$ cat src/hw/rtl/sled_pkg.sv
`timescale 1ns / 1ps
// ----------------------------------------------------------------------------
// sled_pkg: shared types and constants of the frame deframer
// Result codes, frame position constants, configuration and result records.
// ----------------------------------------------------------------------------
package sled_pkg;

   // Result kinds carried on the result channel.
   typedef enum logic [1:0] {
      KIND_BYTE = 2'd0,
      KIND_GOOD = 2'd1,
      KIND_BAD  = 2'd2
   } kind_type;

   // Configuration register indexes.
   localparam logic [1:0] CSR_START_BYTE    = 2'd0;
   localparam logic [1:0] CSR_END_BYTE      = 2'd1;
   localparam logic [1:0] CSR_MAX_FRAME_LEN = 2'd2;

   // Register reset values.
   localparam logic [7:0]  START_BYTE_RESET    = 8'hAA;
   localparam logic [7:0]  END_BYTE_RESET      = 8'hBB;
   localparam logic [15:0] MAX_FRAME_LEN_RESET = 16'd1030;

   // Fixed frame layout.
   localparam logic [15:0] MIN_FRAME_LEN = 16'd5;
   localparam logic [15:0] POS_LEN_HIGH  = 16'd1;
   localparam logic [15:0] POS_LEN_LOW   = 16'd2;
   localparam logic [15:0] POS_COMMAND   = 16'd3;

   // Active configuration seen by the parser.
   typedef struct packed {
      logic [7:0]  start_byte;
      logic [7:0]  end_byte;
      logic [15:0] max_frame_len;
   } cfg_type;

   // One result item.
   typedef struct packed {
      kind_type    kind;
      logic [7:0]  data_byte;
      logic [15:0] position;
      logic [7:0]  command;
      logic [15:0] frame_len;
   } result_type;

endpackage

$ cat src/hw/rtl/sof_length_eof_frame_deframer_core.sv
`timescale 1ns / 1ps
// Results are registered in the output register, or in the skid register if the
// output is stalled. Throughput: one byte per cycle while the skid is empty; the
// output register and the one-entry skid keep req_tready a plain register output.
// Reset: synchronous, active high; the deframer returns to hunting, the
// output and skid registers empty, and the registers take their default values.
// ----------------------------------------------------------------------------
// sof_length_eof_frame_deframer_core: length-prefixed frame deframer
// Accepts received bytes, tracks frames opened by the start byte, emits each
// frame byte and a good/bad verdict on the last byte or on a bad length.
// ----------------------------------------------------------------------------
module sof_length_eof_frame_deframer_core (
   input  logic        clock,
   input  logic        reset,
   // Byte input
   input  logic        req_tvalid,
   output logic        req_tready,
   input  logic [7:0]  req_tdata,   // [7:0] rx_byte
   // Result output
   output logic        rsp_tvalid,
   input  logic        rsp_tready,
   output logic [47:0] rsp_tdata,   // [7:0] data_byte, [23:8] position,
                                    // [31:24] command, [47:32] frame_len
   output logic [1:0]  rsp_tuser,   // [1:0] kind
   // Configuration writes
   input  logic        csr_valid,
   output logic        csr_ready,
   input  logic [1:0]  csr_index,
   input  logic [15:0] csr_data
);

   logic                 accept;
   logic                 has_result;
   logic                 produce;
   logic                 out_free;
   sled_pkg::result_type result;
   sled_pkg::cfg_type    cfg_ff;
   sled_pkg::result_type rsp_ff;
   sled_pkg::result_type skid_ff;
   logic                 rsp_valid_ff;
   logic                 skid_valid_ff;

   // Configuration writes are always taken.
   assign csr_ready = 1'b1;

   always_ff @(posedge clock) begin
      if (reset) begin
         cfg_ff.start_byte    <= sled_pkg::START_BYTE_RESET;
         cfg_ff.end_byte      <= sled_pkg::END_BYTE_RESET;
         cfg_ff.max_frame_len <= sled_pkg::MAX_FRAME_LEN_RESET;
      end else if (csr_valid) begin
         unique case (csr_index)
            sled_pkg::CSR_START_BYTE:    cfg_ff.start_byte    <= csr_data[7:0];
            sled_pkg::CSR_END_BYTE:      cfg_ff.end_byte      <= csr_data[7:0];
            sled_pkg::CSR_MAX_FRAME_LEN: cfg_ff.max_frame_len <= csr_data;
            default: ;
         endcase
      end
   end

   // Input side: stall only when the skid register is holding a result.
   assign req_tready = !skid_valid_ff;
   assign accept     = req_tvalid && req_tready;
   assign produce    = accept && has_result;
   assign out_free   = !rsp_valid_ff || rsp_tready;

   sled_parser u_parser (
      .clock      (clock),
      .reset      (reset),
      .accept     (accept),
      .rx_byte    (req_tdata),
      .cfg        (cfg_ff),
      .has_result (has_result),
      .result     (result)
   );

   // Output register with skid: a result that finds the output stalled waits
   // in the skid register and moves forward on the next transaction.
   always_ff @(posedge clock) begin
      if (reset) begin
         rsp_valid_ff  <= 1'b0;
         skid_valid_ff <= 1'b0;
      end else if (out_free) begin
         if (skid_valid_ff) begin
            rsp_valid_ff  <= 1'b1;
            skid_valid_ff <= 1'b0;
         end else begin
            rsp_valid_ff <= produce;
         end
      end else if (produce) begin
         skid_valid_ff <= 1'b1;
      end
   end

   always_ff @(posedge clock) begin
      if (out_free) begin
         rsp_ff <= skid_valid_ff ? skid_ff : result;
      end
      if (!out_free && produce) begin
         skid_ff <= result;
      end
   end

   assign rsp_tvalid = rsp_valid_ff;
   assign rsp_tdata  = {rsp_ff.frame_len, rsp_ff.command, rsp_ff.position, rsp_ff.data_byte};
   assign rsp_tuser  = rsp_ff.kind;

`ifndef NO_ASSERTIONS
   // The skid register only holds a result behind a full output register.
   assert property (@(posedge clock) disable iff (reset)
      skid_valid_ff |-> rsp_valid_ff)
      else $error("skid holds a result while the output register is empty");

   // The skid register fills only when the output was stalled.
   assert property (@(posedge clock) disable iff (reset)
      $rose(skid_valid_ff) |-> $past(rsp_valid_ff && !rsp_tready))
      else $error("skid filled without an output stall");

   // A good verdict sits on the last position of a frame of legal length.
   assert property (@(posedge clock) disable iff (reset)
      (rsp_valid_ff && rsp_ff.kind == sled_pkg::KIND_GOOD) |->
      (rsp_ff.frame_len >= sled_pkg::MIN_FRAME_LEN &&
       ({1'b0, rsp_ff.position} + 17'd1) == {1'b0, rsp_ff.frame_len}))
      else $error("good verdict off the last frame position");

   // A frame byte result never carries command or length.
   assert property (@(posedge clock) disable iff (reset)
      (rsp_valid_ff && rsp_ff.kind == sled_pkg::KIND_BYTE) |->
      (rsp_ff.command == 8'd0 && rsp_ff.frame_len == 16'd0))
      else $error("frame byte result carries verdict fields");
`endif

endmodule

$ cat src/hw/rtl/sled_parser.sv
`timescale 1ns / 1ps
// ----------------------------------------------------------------------------
// sled_parser: frame tracking state and per-byte decision
// Holds the hunting/in-frame state, byte count, length and command, and
// decides combinationally what result, if any, an accepted byte produces.
// ----------------------------------------------------------------------------
module sled_parser (
   input  logic                 clock,
   input  logic                 reset,
   input  logic                 accept,
   input  logic [7:0]           rx_byte,
   input  sled_pkg::cfg_type    cfg,
   output logic                 has_result,
   output sled_pkg::result_type result
);

   logic        in_frame_ff,     in_frame_in;
   logic [15:0] byte_count_ff,   byte_count_in;
   logic [15:0] length_seen_ff,  length_seen_in;
   logic [7:0]  command_seen_ff, command_seen_in;
   logic [15:0] full_len;
   logic [16:0] pos_plus_one;

   assign full_len     = {length_seen_ff[15:8], rx_byte};
   assign pos_plus_one = {1'b0, byte_count_ff} + 17'd1;

   // Decide the result and the next frame state for the byte at the input.
   always_comb begin
      in_frame_in      = in_frame_ff;
      byte_count_in    = byte_count_ff;
      length_seen_in   = length_seen_ff;
      command_seen_in  = command_seen_ff;
      has_result       = 1'b0;
      result.kind      = sled_pkg::KIND_BYTE;
      result.data_byte = rx_byte;
      result.position  = byte_count_ff;
      result.command   = 8'd0;
      result.frame_len = 16'd0;
      if (accept) begin
         if (!in_frame_ff) begin
            // Hunting: only the start byte opens a frame.
            if (rx_byte == cfg.start_byte) begin
               in_frame_in     = 1'b1;
               byte_count_in   = 16'd1;
               length_seen_in  = 16'd0;
               command_seen_in = 8'd0;
               has_result      = 1'b1;
               result.position = 16'd0;
            end
         end else begin
            has_result    = 1'b1;
            byte_count_in = pos_plus_one[15:0];
            if (byte_count_ff == sled_pkg::POS_LEN_HIGH) begin
               length_seen_in = {rx_byte, 8'h00};
            end else if (byte_count_ff == sled_pkg::POS_LEN_LOW) begin
               // Length is complete; reject out-of-range lengths at once.
               length_seen_in = full_len;
               if (full_len < sled_pkg::MIN_FRAME_LEN || full_len > cfg.max_frame_len) begin
                  in_frame_in      = 1'b0;
                  result.kind      = sled_pkg::KIND_BAD;
                  result.frame_len = full_len;
               end
            end else if (byte_count_ff == sled_pkg::POS_COMMAND) begin
               command_seen_in = rx_byte;
            end else if (pos_plus_one == {1'b0, length_seen_ff}) begin
               // Last byte of the frame: verdict on the end byte.
               in_frame_in      = 1'b0;
               result.kind      = (rx_byte == cfg.end_byte) ? sled_pkg::KIND_GOOD
                                                            : sled_pkg::KIND_BAD;
               result.command   = command_seen_ff;
               result.frame_len = length_seen_ff;
            end
         end
      end
   end

   // Frame state registers.
   always_ff @(posedge clock) begin
      if (reset) begin
         in_frame_ff     <= 1'b0;
         byte_count_ff   <= 16'd0;
         length_seen_ff  <= 16'd0;
         command_seen_ff <= 8'd0;
      end else begin
         in_frame_ff     <= in_frame_in;
         byte_count_ff   <= byte_count_in;
         length_seen_ff  <= length_seen_in;
         command_seen_ff <= command_seen_in;
      end
   end

endmodule

$ cat config.mk
export PLATFORM = sky130hd
export DESIGN_NAME = sof_length_eof_frame_deframer_core
export DESIGN_NICKNAME = d
export VERILOG_FILES = /design/src/hw/rtl/sled_pkg.sv /design/src/hw/rtl/sof_length_eof_frame_deframer_core.sv /design/src/hw/rtl/sled_parser.sv
export SDC_FILE = /design/constraint.sdc
export NUM_CORES = 1
export LEC_CHECK = 0
export ABC_AREA = 1
export BUFFER_PORTS_ARGS = -buffer_cell sky130_fd_sc_hd__buf_4
export CAP_MARGIN = 20
export CORE_MARGIN = 10
export CORE_UTILIZATION = 55
export CTS_CLUSTER_SIZE = 10
export DETAILED_ROUTE_END_ITERATION = 6
export PLACE_DENSITY = 0.87
export RECOVER_POWER = 100
export SYNTH_ARGS = -nofsm -noshare
export SYNTH_HDL_FRONTEND = slang
export SYNTH_SLANG_ARGS = --single-unit
$ cat constraint.sdc
create_clock -name clock -period 5.66 [get_ports clock]
set_input_delay 1.132 -clock clock [delete_from_list [all_inputs] [get_ports clock]]
set_output_delay 1.132 -clock clock [all_outputs]
set_load 0.02 [all_outputs]
# Word-level counts from Yosys, hierarchy flattened
# Index checks and enable logic that the tools add are counted.
# Widths: inputs -> output; s select.
# totals
elab_cells	94
out_inout_bits	53
reg_bits	175
input_bits	31
# op_classes
n_mux	40
reduce_logical	18
n_addsub	1
order_cmp	2
n_eq_ne	13
# ops
op	count
$mux 16	9
$mux 24	4
$mux 8	7
$mux 50	1
$mux 40	1
$eq 16x2->1 const B	2
$add 16x1->17 const B	1
$eq 17x16->1	1
$eq 16x1->1 const B	1
$eq 8x8->1	2
$gt 16x16->1	1
$lt 16x3->1 const B	1
$mux 2	8
$mux 1	10
$ne 2x2->1 const B	4
$reduce_and 2->1	4
$reduce_and 3->1	2
$reduce_and 5->1	1
$logic_and 1x1->1	3
$logic_not 1->1	3
$ne 3x3->1 const B	1
$eq 2x1->1 const B	1
$eq 2x2->1 const B	1
$logic_not 2->1	1
3 further kinds	4

# Logic depth before layout (Yosys ltp)
# Gate-level depths: netlist (run 1).
# logic_depth
ltp_word	9
mapped_depth	19
mapped_depth_nobuf	18

# By module
# From an unflattened synthesis (run 1), not the netlist that was laid out.
# unflattened
hier_cells	1057
hier_area_um2	8592.0
# by_module_without_submodules
mod	seq_area_each_um2	cells_each	n_inst	area_each_um2
sof_length_eof_frame_deframer_core	3683.5	460	1	5017.3
sled_parser	820.8	597	1	3574.7

# Worst setup path before layout (run 1)
# OpenSTA, ideal clock, no wires.
# synth_timing
path_type	input-to-reg
from	input port rsp_tready
to	register skid_ff[0] (netlist name), enable pin
t_arrival_ps	4224
setup_ps	458
stages	3
t_required_ps	5202
slack_ps	978
path_buffers	0
path_cell_list	nor2_1 inv_1 nor2_1
# synth_via
elab_chain_len	3
# synth_rtl
item	line	text
start, declared	sof_length_eof_frame_deframer_core.sv:21	input logic rsp_tready,
$logic_or 1x1->1	sof_length_eof_frame_deframer_core.sv:65	assign out_free = !rsp_valid_ff || rsp_tready;
named net out_free	sof_length_eof_frame_deframer_core.sv:35	logic out_free;
$logic_not 1->1	sof_length_eof_frame_deframer_core.sv:99	if (!out_free && produce) begin
$logic_and 1x1->1	sof_length_eof_frame_deframer_core.sv:99	
end signal, assigned	sof_length_eof_frame_deframer_core.sv:100	skid_ff <= result;
end, declared	sof_length_eof_frame_deframer_core.sv:39	sled_pkg::result_type skid_ff;
# The timed path passes the listed nets, and every way through them passes these cells.
# A chain may end at the register's enable or synchronous reset.

==> results of run 1 <==
-- state kept, by name, summed over array words and instances, names as in the netlist, 2 cells and up --
name,cells
cfg_ff,32
rsp_tdata,48
rsp_tuser,2
skid_ff,50
u_parser.byte_count_ff,16
u_parser.command_seen_ff,8
u_parser.length_seen_ff,16
-- power groups by stage --
stage / logic (W) / registers, W / clock network [W]
finish: 0.000110 / 0.00136 / 0.00113
global route: 0.000125 / 0.00136 / 0.00119
CTS: 0.000117 / 0.00136 / 0.00114
detailed placement: 0.000116 / 0.00138 / 0
global placement: 0.000112 / 0.00138 / 0
floorplan: 0.0000632 / 0.00139 / 0
-- metal layers --
metal  wire length [microns]  vias to the layer above  global-route usage (%)  part of all wire [%]
li1                        -                     3609                       -                     -
met1                    8950                     3337                    25.5                    42
met2                   10200                      350                    34.4                    48
met3                    1580                       46                    4.53                   7.4
met4                     631                        0                    9.57                   3.0
met5                       0                        -                       0                     0
-- critical path: cells and delay by family (launching register included) --
family / cells / cell delay (ns)
flops: 1 / 0.39
buf+inv: 3 / 0.61
simple gates: 9 / 2.75
-- through the flow --
stage	utilization, %	power (W)	instances
finish	63.1	0.00260	1328
global route	63.1	0.00267	1328
CTS	64.9	0.00261	1327
detailed placement	61.2	0.00150	1295
global placement	61.2	0.00149	1295
floorplan	-	0.00145	1058
-- cells by family after synthesis --
kind of cell | share of synthesized area [%]
AO/OA/AOI/OAI | 10.6
XOR/XNOR | 0.614
adder cells (fa/ha/maj) | 2.78
buffers and inverters | 7.99
flip-flops | 52.6
other | 0.0438
AND/OR/NAND/NOR | 25.4
-- synth_stat cells (all sizes together) --
master,n
nand2,307
inv,135
nor2,102
edfxtp,100
o21ai,79
dfxtp,75
nand3,69
a21oi,62
clkbuf,32
nand4,20
ha,19
a211oi,11
buf,8
o211ai,7
xnor2,6
nor3,5
or2,5
a31oi,4
o21bai,3
clkinv,2
nand3b,2
nor4,2
a221oi,1
conb,1
o21a,1
-- final timing paths --
path,startpoint,endpoint,slack (ns),cells past startpoint
setup / recovery,u_parser.byte_count_ff[9],skid_ff[1],1.63,12
hold / removal,cfg_ff[3],cfg_ff[3],0.46,2
setup reg to reg,u_parser.byte_count_ff[9],skid_ff[1],1.63,12
hold reg to reg,cfg_ff[3],cfg_ff[3],0.46,2
-- area by class of cell --
class                           instances  area, sq um
Inverter                              137          514
Timing Repair Buffer                   90          432
Tap cell                              188          235
Sequential cell                       175         4510
Multi-Input combinational cell        706         3340
Clock inverter                         10          103
Fill cell                            1321         5610
Clock buffer                           22          464
==> flow_metrics.tcl, run 1 <==
set metrics [dict create \
    wl_per_cell_microns 16.1 \
    layout_common_cells "305 x nand2_1, 134 x inv_1, 100 x edfxtp_1" \
    drcViolationCount 0 \
    syn2layout_area_growth_pct 12.0 \
    core_area_sq_um 15200 \
    pwr-share-comb_pct 4.2 \
    routabilityCongestion 0.975 \
    design_area_sq_um 9590 \
    cts.sinks 175 \
    fin_skew_ns 0.0122 \
    clk_pin_slew_worst_paths_ns 0.07 \
    cts.path.max_buffers 2 \
    ys_top_cells_by_area "edfxtp_1 35%, dfxtp_1 18%, nand2_1 13%" \
    status "complete, but fails checks" \
    start_util_pct 56.3 \
    p_per_area_nw_per_um2 271 \
    cts_buffers 17 \
    cpPeakStageDelay_ns 0.92 \
    fin_nets 1177 \
    post-route-worst-setup-slack_ns 1.63 \
    fp.dieW_microns 145 \
    swShare_pct 22.1 \
    crit_path_frequent_cell "nand2_1" \
    p_sw_w 0.000575 \
    first_pass_iters 6 \
    min_path_type "reg -> reg" \
    min_period_ns 4.03 \
    num_vias 7342 \
    grt_pass1_wl_microns 34300 \
    ys_ff_latch 175 \
    max_freq_ghz 0.248 \
    drt_iter0_markers 943 \
    hpwl_microns 15200 \
    slew_headroom_pct -83.4 \
    drtAntennaViolNets 0 \
    ctsResizeCount 0 \
    fin_crit_sh_pct 71.3 \
    grt_pass1_vias 7008 \
    port_buffers 82 \
    clock-root-buffer "clkbuf_16" \
    p_seq_share_pct 52.2 \
    postRouteWirelength_microns 21300 \
    yosys_warnings 0 \
    grt-ovfl-total 0 \
    cts_tree "done" \
    yosysSeqAreaShare_pct 52.6 \
    syn-num-nets 1108 \
    final_layout_size_suffix_gt1_share_pct 6.75 \
    cp-end-kind "flop" \
    syn-cell-area_sq_um 8560 \
    p_clk_share_pct 43.6 \
    yosysTopAreaCellShare_pct 35.1 \
    grt_setup_unrepaired "no" \
    tightest_slew_ns 2.75 \
    critical_path.slowest_cell "nand3_1" \
    cts_hold_buf 0 \
    htreeDepth 4 \
    p_leak_nw 4.05 \
    setup_violations 0 \
    avgSynthCellArea_sq_um 8.09 \
    worstPathRequired_ns 5.82 \
    ys_types 37 \
    cp_cell_sequence "nor2_1 -> nand2_1 -> nor2_1 -> nand3_1 -> inv_1 -> nand3_1 -> nand2_1 -> inv_1 -> nand2_1 -> inv_1 -> nand2_1 -> nor2_1" \
    syn_inst 1058 \
    maxSlewViolCount 90 \
    mostFrequentLayoutCell "nand2_1" \
    maxCapViolCount 2 \
    postCtsSetupBuffers 0 \
    via_per_inst 5.53 \
    worst_hold_slack_ns 0.464 \
    fp.dieH_microns 145 \
    placementRows 45 \
    grt_max_degree 76 \
    n_antenna_cell 0 \
    path_class "reg -> reg" \
    critPathMaxFanout 37 \
    dp_slack_ns 2.19 \
    arrival_ns 4.19 \
    grt_usage_pct 20.8 \
    cellInternalPower_w 0.00202 \
    worstSkewPairLatency_ns 0.44 \
    antenna_found_initial 0 \
    finalSetupTns_ns 0 \
    ios 84 \
    hold_violations 0 \
    place_area_sq_um 9300 \
    synth_top_area_cell "edfxtp_1" \
    die_area_sq_um 21000 \
    worstSetupStartpointType "flop" \
    ir_worst_vdd_uv 185 \
    failed_checks "capacitance limit, slew limit" \
]
Power figures use the tool's default switching activity.
==> run 2, diff against run 1 <==
Settings changed: ABC_AREA 1 to 0.
Clock period 5.66 ns to 4.1 ns, I/O delays scaled along.
==> flow_metrics.tcl, run 2 <==
set metrics [dict create \
    grt_setup_unrepaired "no" \
    clock-root-buffer "clkbuf_16" \
    finalSetupTns_ns 0 \
    failed_checks "capacitance limit, slew limit" \
    largest_reg_flops 50 \
    cts_hold_buf 0 \
    rr_startpoint "u_parser.byte_count_ff[1]" \
    drcViolationCount 0 \
    path_class "in -> reg" \
    num_vias 6314 \
    syn2layout_area_growth_pct 12.5 \
    postCtsSetupBuffers 0 \
    grt_pass1_wl_microns 32200 \
    yosysSeqAreaShare_pct 54.6 \
    start_util_pct 56.4 \
    port_buffers 82 \
    placementRows 44 \
    routabilityCongestion 0.951 \
    rr_worst_depth 8 \
    cts.sinks 175 \
    fin_nets 911 \
    tightest_slew_ns 3.36 \
    ios 84 \
    syn-num-nets 857 \
    p_per_area_nw_per_um2 398 \
    yosysTopAreaCellShare_pct 36.4 \
    maxCapViolCount 2 \
    ir_worst_vdd_uv 350 \
    yosys_warnings 0 \
    r2r_slack_ns 0.72 \
    syn-cell-area_sq_um 8260 \
    cts_tree "done" \
    reg2reg_to "skid_ff[8]" \
    yosysMostFrequentCell "nand2_1" \
    min_path_type "reg -> reg" \
    worstPathRequired_ns 4.39 \
    postRouteWirelength_microns 20200 \
    maxSlewViolCount 129 \
    worstSkewPairLatency_ns 0.44 \
    worstHoldPathCells 2 \
    drtAntennaViolNets 0 \
    fin_skew_ns 0.00741 \
    worst_hold_slack_ns 0.457 \
    fin_crit_sh_pct 85.5 \
    mostFrequentLayoutCell "nand2_1" \
    synth_edf_count 100 \
    min_period_ns 3.51 \
    async_flop_share_pct 0 \
    drt_iter0_markers 710 \
    critPathMaxFanout 12 \
    layout_common_cells "102 x nand2_1, 100 x edfxtp_1, 75 x dfxtp_1" \
    die_area_sq_um 20300 \
    grt_pass1_vias 6126 \
    synth_commonest_cells "102 x nand2_1, 100 x edfxtp_1, 75 x dfxtp_1" \
    wl_per_cell_microns 19.1 \
    p_leak_nw 3.41 \
    slew_headroom_pct -124 \
    final_layout_size_suffix_gt1_share_pct 9.73 \
    avgSynthCellArea_sq_um 10.2 \
    grt-ovfl-total 0 \
    hpwl_microns 13700 \
    first_pass_iters 7 \
    antenna_found_initial 0 \
    clk_pin_slew_worst_paths_ns 0.07 \
    cts.path.max_buffers 2 \
    synth_top_flop_cell "edfxtp_1" \
    worstSetupStartpointType "input pin" \
    via_per_inst 5.97 \
    cp-end-kind "flop" \
    fp.dieW_microns 143 \
    ys_ff_latch 175 \
    hold_violations 0 \
    setup_violations 0 \
    grt_max_degree 76 \
    htreeDepth 4 \
    nFillCells 1216 \
    fp.dieH_microns 143 \
    status "complete, but fails checks" \
    ctsResizeCount 0 \
    n_antenna_cell 0 \
    syn_inst 807 \
    max_freq_ghz 0.285 \
    cts_buffers 17 \
    ys_types 64 \
    grt_usage_pct 20.0 \
    holdPathEnd "cfg_ff[6]" \
    synth_top_area_cell "edfxtp_1" \
    core_area_sq_um 14600 \
    top_register "skid_ff" \
    arrival_ns 3.80 \
    ys_top_cells_by_area "edfxtp_1 36%, dfxtp_1 18%, nand2_1 4.6%" \
    worstHoldStart "cfg_ff[6]" \
]
[run 2: layer usage]
layer	GRT usage [%]	up-vias	part of all wire, %
met3	5.57	50	7.4
met5	0	-	0
met2	32.5	273	49
met1	24.6	2988	41
li1	-	3003	-
met4	8.03	0	3.0
[run 2: cells by family after synthesis]
logic type | synth area share [%]
flops | 54.6
buf+inv | 4.20
xor+xnor | 3.92
mux | 3.65
fa+ha+maj | 2.88
compound gates | 12.0
other cells | 0.0454
simple gates | 18.7
[run 2: cell type report]
class | count | area (sq um) | share of cell area (%)
Clock buffer | 19 | 443 | 4.77
Timing Repair Buffer | 92 | 448 | 4.82
Clock inverter | 13 | 171 | 1.85
Multi-Input combinational cell | 549 | 3390 | 36.5
Tap cell | 184 | 230 | 2.48
Sequential cell | 175 | 4500 | 48.5
Inverter | 26 | 97.6 | 1.05
[run 2: metrics by stage]
stage                     cells  setup WS (ns)  power, W  util [%]  cell area [sq um]
after floorplan             807          0.492   0.00199         -               8260
after global routing       1058          0.373   0.00380      63.4               9290
after CTS                  1058          0.845   0.00373      65.2               9550
final                      1058          0.593   0.00369      63.4               9290
after global placement     1026          0.987   0.00205      61.0               8940
after detailed placement   1026          0.894   0.00205      61.0               8940
[run 2: power breakdown]
part / internal (W) / total [W] / switching (W)
registers: 0.00186 / 0.00186 / 0.00000858
logic: 0.0000533 / 0.000142 / 0.0000891
clock network: 0.000987 / 0.00169 / 0.000699
total: 0.00290 / 0.00369 / 0.000797
[run 2: critical path, cell delays in order]
cell      delay (ns)
clkbuf_1        0.49
ha_1            0.29
nand4_1         0.10
or4_1           0.50
a21oi_1         0.14
nor3_1          0.05
o21ai_0         0.18
clkbuf_1        0.30
nor2b_1         0.68
and2_0          0.25
[run 2: worst max-delay path by stage]
stage               depth (start not counted)  slack, ns                      start            end
floorplan                                   6       0.49               req_tdata[3]     skid_ff[0]
global placement                            8       0.99  u_parser.byte_count_ff[0]  rsp_tdata[28]
detailed placement                          8       0.89  u_parser.byte_count_ff[1]  rsp_tdata[26]
CTS                                         8       0.84  u_parser.byte_count_ff[1]  rsp_tdata[26]
global route                               10       0.37               req_tdata[6]     skid_ff[8]
finish                                     10       0.59               req_tdata[7]     skid_ff[8]
